## src/lfu_pkg.sv

```systemverilog
// shared types and constants for the lfu cache table
package lfu_pkg;

  localparam int Entries   = 16;
  localparam int CountBits = 16;
  localparam int IdxBits   = 4;
  localparam int RankBits  = 4;
  localparam int KeyBits   = 32;
  localparam int ValBits   = 32;
  localparam int CapBits   = 5;

  typedef enum logic [2:0] {
    ST_IDLE,
    ST_LOOKUP,
    ST_EVICT,
    ST_UPDATE,
    ST_RESULT
  } lfu_state_e;

  typedef enum logic {
    FUNC_GET = 1'b0,
    FUNC_PUT = 1'b1
  } lfu_func_e;

  // controller to datapath
  typedef struct packed {
    logic load;
    logic lookup;
    logic evict;
    logic update;
  } lfu_cmd_t;

  // datapath to controller
  typedef struct packed {
    logic hit;
    logic full;
  } lfu_sts_t;

endpackage

```

## src/lfu_ctrl.sv

```systemverilog
// controller state machine of the lfu cache table
module lfu_ctrl import lfu_pkg::*; (
  input  logic     clk_i,
  input  logic     rst_ni,
  input  logic     in_valid_i,
  output logic     in_stall_o,
  output logic     out_valid_o,
  input  logic     out_stall_i,
  input  lfu_sts_t sts_i,
  output lfu_cmd_t cmd_o
);

  lfu_state_e state_q, state_d;

  // next state
  always_comb begin
    state_d = state_q;
    case (state_q)
      ST_IDLE:   if (in_valid_i) state_d = ST_LOOKUP;
      ST_LOOKUP: state_d = ST_EVICT;
      ST_EVICT:  state_d = ST_UPDATE;
      ST_UPDATE: state_d = ST_RESULT;
      ST_RESULT: begin
        if (!out_stall_i) state_d = ST_IDLE;
      end
      default:   state_d = ST_IDLE;
    endcase
  end

  // outputs
  always_comb begin
    cmd_o       = '0;
    in_stall_o  = 1'b1;
    out_valid_o = 1'b0;
    case (state_q)
      ST_IDLE: begin
        in_stall_o = 1'b0;
        cmd_o.load = in_valid_i;
      end
      ST_LOOKUP: cmd_o.lookup = 1'b1;
      // eviction only on a miss into a full table
      ST_EVICT:  cmd_o.evict  = sts_i.full && !sts_i.hit;
      ST_UPDATE: cmd_o.update = 1'b1;
      ST_RESULT: out_valid_o  = 1'b1;
      default: ;
    endcase
  end

  always_ff @(posedge clk_i or negedge rst_ni) begin
    if (!rst_ni) begin
      state_q <= ST_IDLE;
    end else begin
      state_q <= state_d;
    end
  end

  // result beat only follows an accepted input beat
  assert property (@(posedge clk_i) disable iff (!rst_ni)
    $rose(out_valid_o) |-> $past(cmd_o.update)) else $error("result without update");
  assert property (@(posedge clk_i) disable iff (!rst_ni)
    cmd_o.load |=> cmd_o.lookup) else $error("load not followed by lookup");
  assert property (@(posedge clk_i) disable iff (!rst_ni)
    out_valid_o |-> in_stall_o) else $error("input taken while result pending");

endmodule

```

## config.mk

```make
export PLATFORM = sky130hd
export DESIGN_NAME = lfu_ctrl
export DESIGN_NICKNAME = d
export VERILOG_FILES = /design/src/lfu_pkg.sv /design/src/lfu_ctrl.sv
export SDC_FILE = /design/constraint.sdc
export NUM_CORES = 1
export LEC_CHECK = 0
export BUFFER_PORTS_ARGS = -buffer_cell sky130_fd_sc_hd__buf_2
export CELL_PAD_IN_SITES_DETAIL_PLACEMENT = 2
export CELL_PAD_IN_SITES_GLOBAL_PLACEMENT = 2
export CORE_AREA = 2 2 39 41
export DETAILED_ROUTE_END_ITERATION = 10
export DIE_AREA = 0 0 41 43
export PLACE_DENSITY = 0.52
export SYNTH_ARGS = -nofsm -noshare
export SYNTH_HDL_FRONTEND = slang
export SYNTH_SLANG_ARGS = --single-unit
```

## constraint.sdc

```tcl
create_clock -name clk_i -period 1.3 [get_ports clk_i]
set_input_delay 0.13 -clock clk_i [delete_from_list [all_inputs] [get_ports clk_i]]
set_output_delay 0.13 -clock clk_i [all_outputs]
set_load 0.01 [all_outputs]
```

; ---- Word level (Yosys, flattened, before mapping)
; Cells that the tools add are included.
[classes]
n_eq_ne = 6
n_shift = 0
n_reduce_logical = 4
n_mux = 9
magnitude_cmp = 0
bitwise = 0
multipliers = 0
add_sub_neg = 0
div_mod_pow = 0
[op_table]
columns = cell, count
row1 = 3-bit one-hot mux with 5 select lines, 1
row2 = "3-bit by 2-bit == test with 1-bit output, second input constant", 2
row3 = 1-bit 2-to-1 mux, 6
row4 = 3-bit 2-to-1 mux, 2
row5 = "2-bit inequality test, second input constant", 2
row6 = "3-bit by 1-bit == test with 1-bit output, second input constant", 1
row7 = "3-bit == test, second input constant", 1
row8 = 3-bit logical NOT, 1
row9 = 2-bit AND reduction, 1
row10 = 1-bit logical AND, 1
row11 = 1-bit logical NOT, 1
[word_totals]
in_bits = 6
output_inout_bits = 6
ramBits = 0
latchBits = 0
romBits = 0
reg_bits = 3
word_cells = 20
n_memories = 0

; ---- Longest topological paths before layout
[depth]
word_depth = 3
depth_mapped = 2
ltp_nobuf = 2

; ---- Worst setup path before layout
; Ideal clock, no wire load.
[synth_path]
path_type = register -> output
start = register state_q[1]
end = output port cmd_o[3] (netlist name)
setup_slack_ps = 159
t_required_ps = 1170
stages_incl_launch_ff = 3
n_path_buf = 0
t_arrival_ps = 1011
path_cell_list = dfrtp_1 or3_4 nor2_1
[synth_rtl]
columns = element, line_no
row1 = start: declaration, lfu_ctrl.sv:13  ; lfu_state_e state_q, state_d;
row2 = start signal: assignment, lfu_ctrl.sv:53  ; state_q <= state_d;
row3 = end: declaration, lfu_ctrl.sv:10  ; output lfu_cmd_t cmd_o

==> results.json <==
{
  "status": "finished with violations",
  "violations": "setup timing",
  "synth_top_family_by_area": "simple AND/OR/NAND/NOR gates",
  "avgSynthCellArea_um2": 9.79,
  "maxCapViolations": 0,
  "ios": 12,
  "regMostFlops": "state_q",
  "hold_depth": 2,
  "whs_ps": 108,
  "synthAdderAreaFrac": 0,
  "synth_simple_gate_area_frac": 0.376,
  "cp_num_buf_inv": 1,
  "dpl_worst_slack_ps": 142,
  "synth_compound_gate_area_share": 0.0526,
  "largest_reg_flops": 3,
  "grt_pass1_vias": 212,
  "synth_ff_type": "dfrtp_1",
  "synth_cell_type_count": 12,
  "num_vias": 197,
  "yosysSeqAreaShare": 0.451,
  "n_antenna_cell": 0,
  "endpoint_kind": "primary output",
  "fin_crit_ps": 1360,
  "mappedNetlistArea_um2": 166,
  "rr_worst_depth": 3,
  "slowest_delay_ps": 400,
  "port_buffers": 11,
  "cts-root-buf": "clkbuf_4",
  "crit_required_ps": 1170,
  "finalPower_mw": 0.840,
  "hp-class": "input pin to flop",
  "die_area_mm2": 0.00176,
  "drc": 0,
  "clock.fmax_mhz": 735,
  "routed_wl_um": 541,
  "finalCritPeriodShare": 1.05,
  "maxSlewHeadroom": 0.853,
  "cts_tree": "done",
  "largestRegisters": "state_q: 3 flops",
  "start_util": 0.120,
  "slowest_stage": "dfrtp_2",
  "dp_cells": 44,
  "finalHoldViolCount": 0,
  "ant_nets": 0,
  "path_class": "flop to primary output",
  "antenna_found_initial": 0,
  "crit_chain": "or3_4, nor2_2, buf_2",
  "overflow": 0,
  "grt_pass1_wl_um": 855,
  "fin_cells": 52,
  "cp.depth": 3,
  "setup_slack_ps": -61.1,
  "rsz0062_at_grt": "yes",
  "synthMuxAreaShare": 0,
  "cts.sinks": 3,
  "chipHeight_um": 43,
  "clock_skew_ps": 5.51,
  "cts_buffers": 3,
  "synthTopCellsByCount": "3 x dfrtp_1, 3 x nor2_1, 2 x nor3b_1",
  "netlist_instances": 17,
  "tightest_slew_ps": 218,
  "drive_gt1_frac": 0.694,
  "grt_usage": 0.0784,
  "arrival_ps": 1230,
  "synthXorXnorAreaFrac": 0.0526,
  "setup_viol": 2,
  "clk_latency_ps": 230,
  "critPathMaxFanout": 2,
  "rows": 14,
  "grt_max_degree": 8,
  "fin_util": 0.231,
  "p_leak_nw": 0.165,
  "synth-seq-cells": 3,
  "startpoint_type": "flop",
  "finish.net_count": 43,
  "synthesis.nets": 23,
  "first_pass_iters": 1,
  "synth_edf_count": 0,
  "htree_num_levels": 1,
  "vias_per_cell": 3.79,
  "ys_warn_count": 0,
  "gp_congestion": 0.638,
  "powerDensity_mw_per_mm2": 2620,
  "avgRoutedWirePerCell_um": 10.4,
  "dieWidth_um": 41,
  "drt_iter0_markers": 0,
  "path_delay_family": "simple AND/OR/NAND/NOR gates",
  "synth_area_leaders": "dfrtp_1 45%, nor3b_1 9.0%, nor2_1 6.8%",
  "slew_viol_final": 0,
  "cts_max_path_buffers": 2,
  "core_mm2": 0.00138,
  "synth_async_sr_flop_share": 1.00,
  "clkTransAtPathRegs_ps": 40,
  "areaGrowthSynthToFinish_pct": 92.5,
  "synth_top_cell_by_area": "dfrtp_1",
  "yosys.area.top_type_share": 0.451,
  "ir_drop_mv": 0.573
}
==> placed cells by master, fill, tap and decap left out <==
cell type and count:
clkbuf_4 3, inv_1 1, xnor2_1 1, nor3b_1 1
buf_2 11, nand2_1 1, dfrtp_1 1, and3b_2 1
a21o_2 1, dlygate4sd3_1 1, buf_4 3, dfrtp_2 2
clkbuf_1 1, buf_6 1, nor3_1 1, or3_4 1
nor3b_4 1, nor2_2 1, nor2_1 2, nor4_1 1
==> repair_timing <==
action | CTS | global route
gates resized for setup | 3 | 3
setup endpoints to repair | 3 | 5
hold buffers | 1 | 0
hold endpoints to repair | 3 | 0
setup buffers | 2 | 1
pin swaps | 1 | 1
==> cells by family after synthesis <==
family | after synthesis
buffers and inverters | 2
AOI/OAI and AO/OA | 1
DFF | 3
and+or+nand+nor | 10
xor gates and xnor gates | 1
==> per-layer routing <==
metal	vias up	track usage	wire [um]
met3	2	0.0157	67
met1	87	0.0774	204
met5	-	0	0
met2	14	0.113	251
met4	0	0.100	18
li1	94	-	-
==> per-stage QoR <==
step                      instance area, um2  TNS, ps
final                                    320    -90.9
after global placement                   241        0
after floorplan                          166        0
after detailed placement                 241        0
after CTS                                300     -134
after global routing                     320     -264
==> report_power, final <==
part / internal, mW / switching [mW] / leakage, nW / total (mW)
Clock: 0.115 / 0.0487 / 0.0150 / 0.164
Combinational: 0.264 / 0.224 / 0.115 / 0.488
Sequential: 0.148 / 0.0398 / 0.0351 / 0.188
==> final timing paths <==
path / startpoint / to / slack [ps]
worst max-delay path: state_q[0] / cmd_o[3] / -60
worst min-delay path: out_stall_i / state_q[2] / 110
worst max register to register: state_q[1] / state_q[2] / 260
worst min register to register: state_q[2] / state_q[0] / 610
max in group asynchronous: rst_ni / state_q[0] / 960
min in group asynchronous: rst_ni / state_q[2] / 220
==> area by class of cell <==
type                    instances  area, um2
clock buffers                   4       26.3
fillers                       173       1060
well taps                      16       20.0
multi-input cells              12       93.8
repair buffers                 16       98.8
flip-flops and latches          3       77.6
inverters                       1       3.75
No activity file was read; power rests on OpenSTA's default activity.
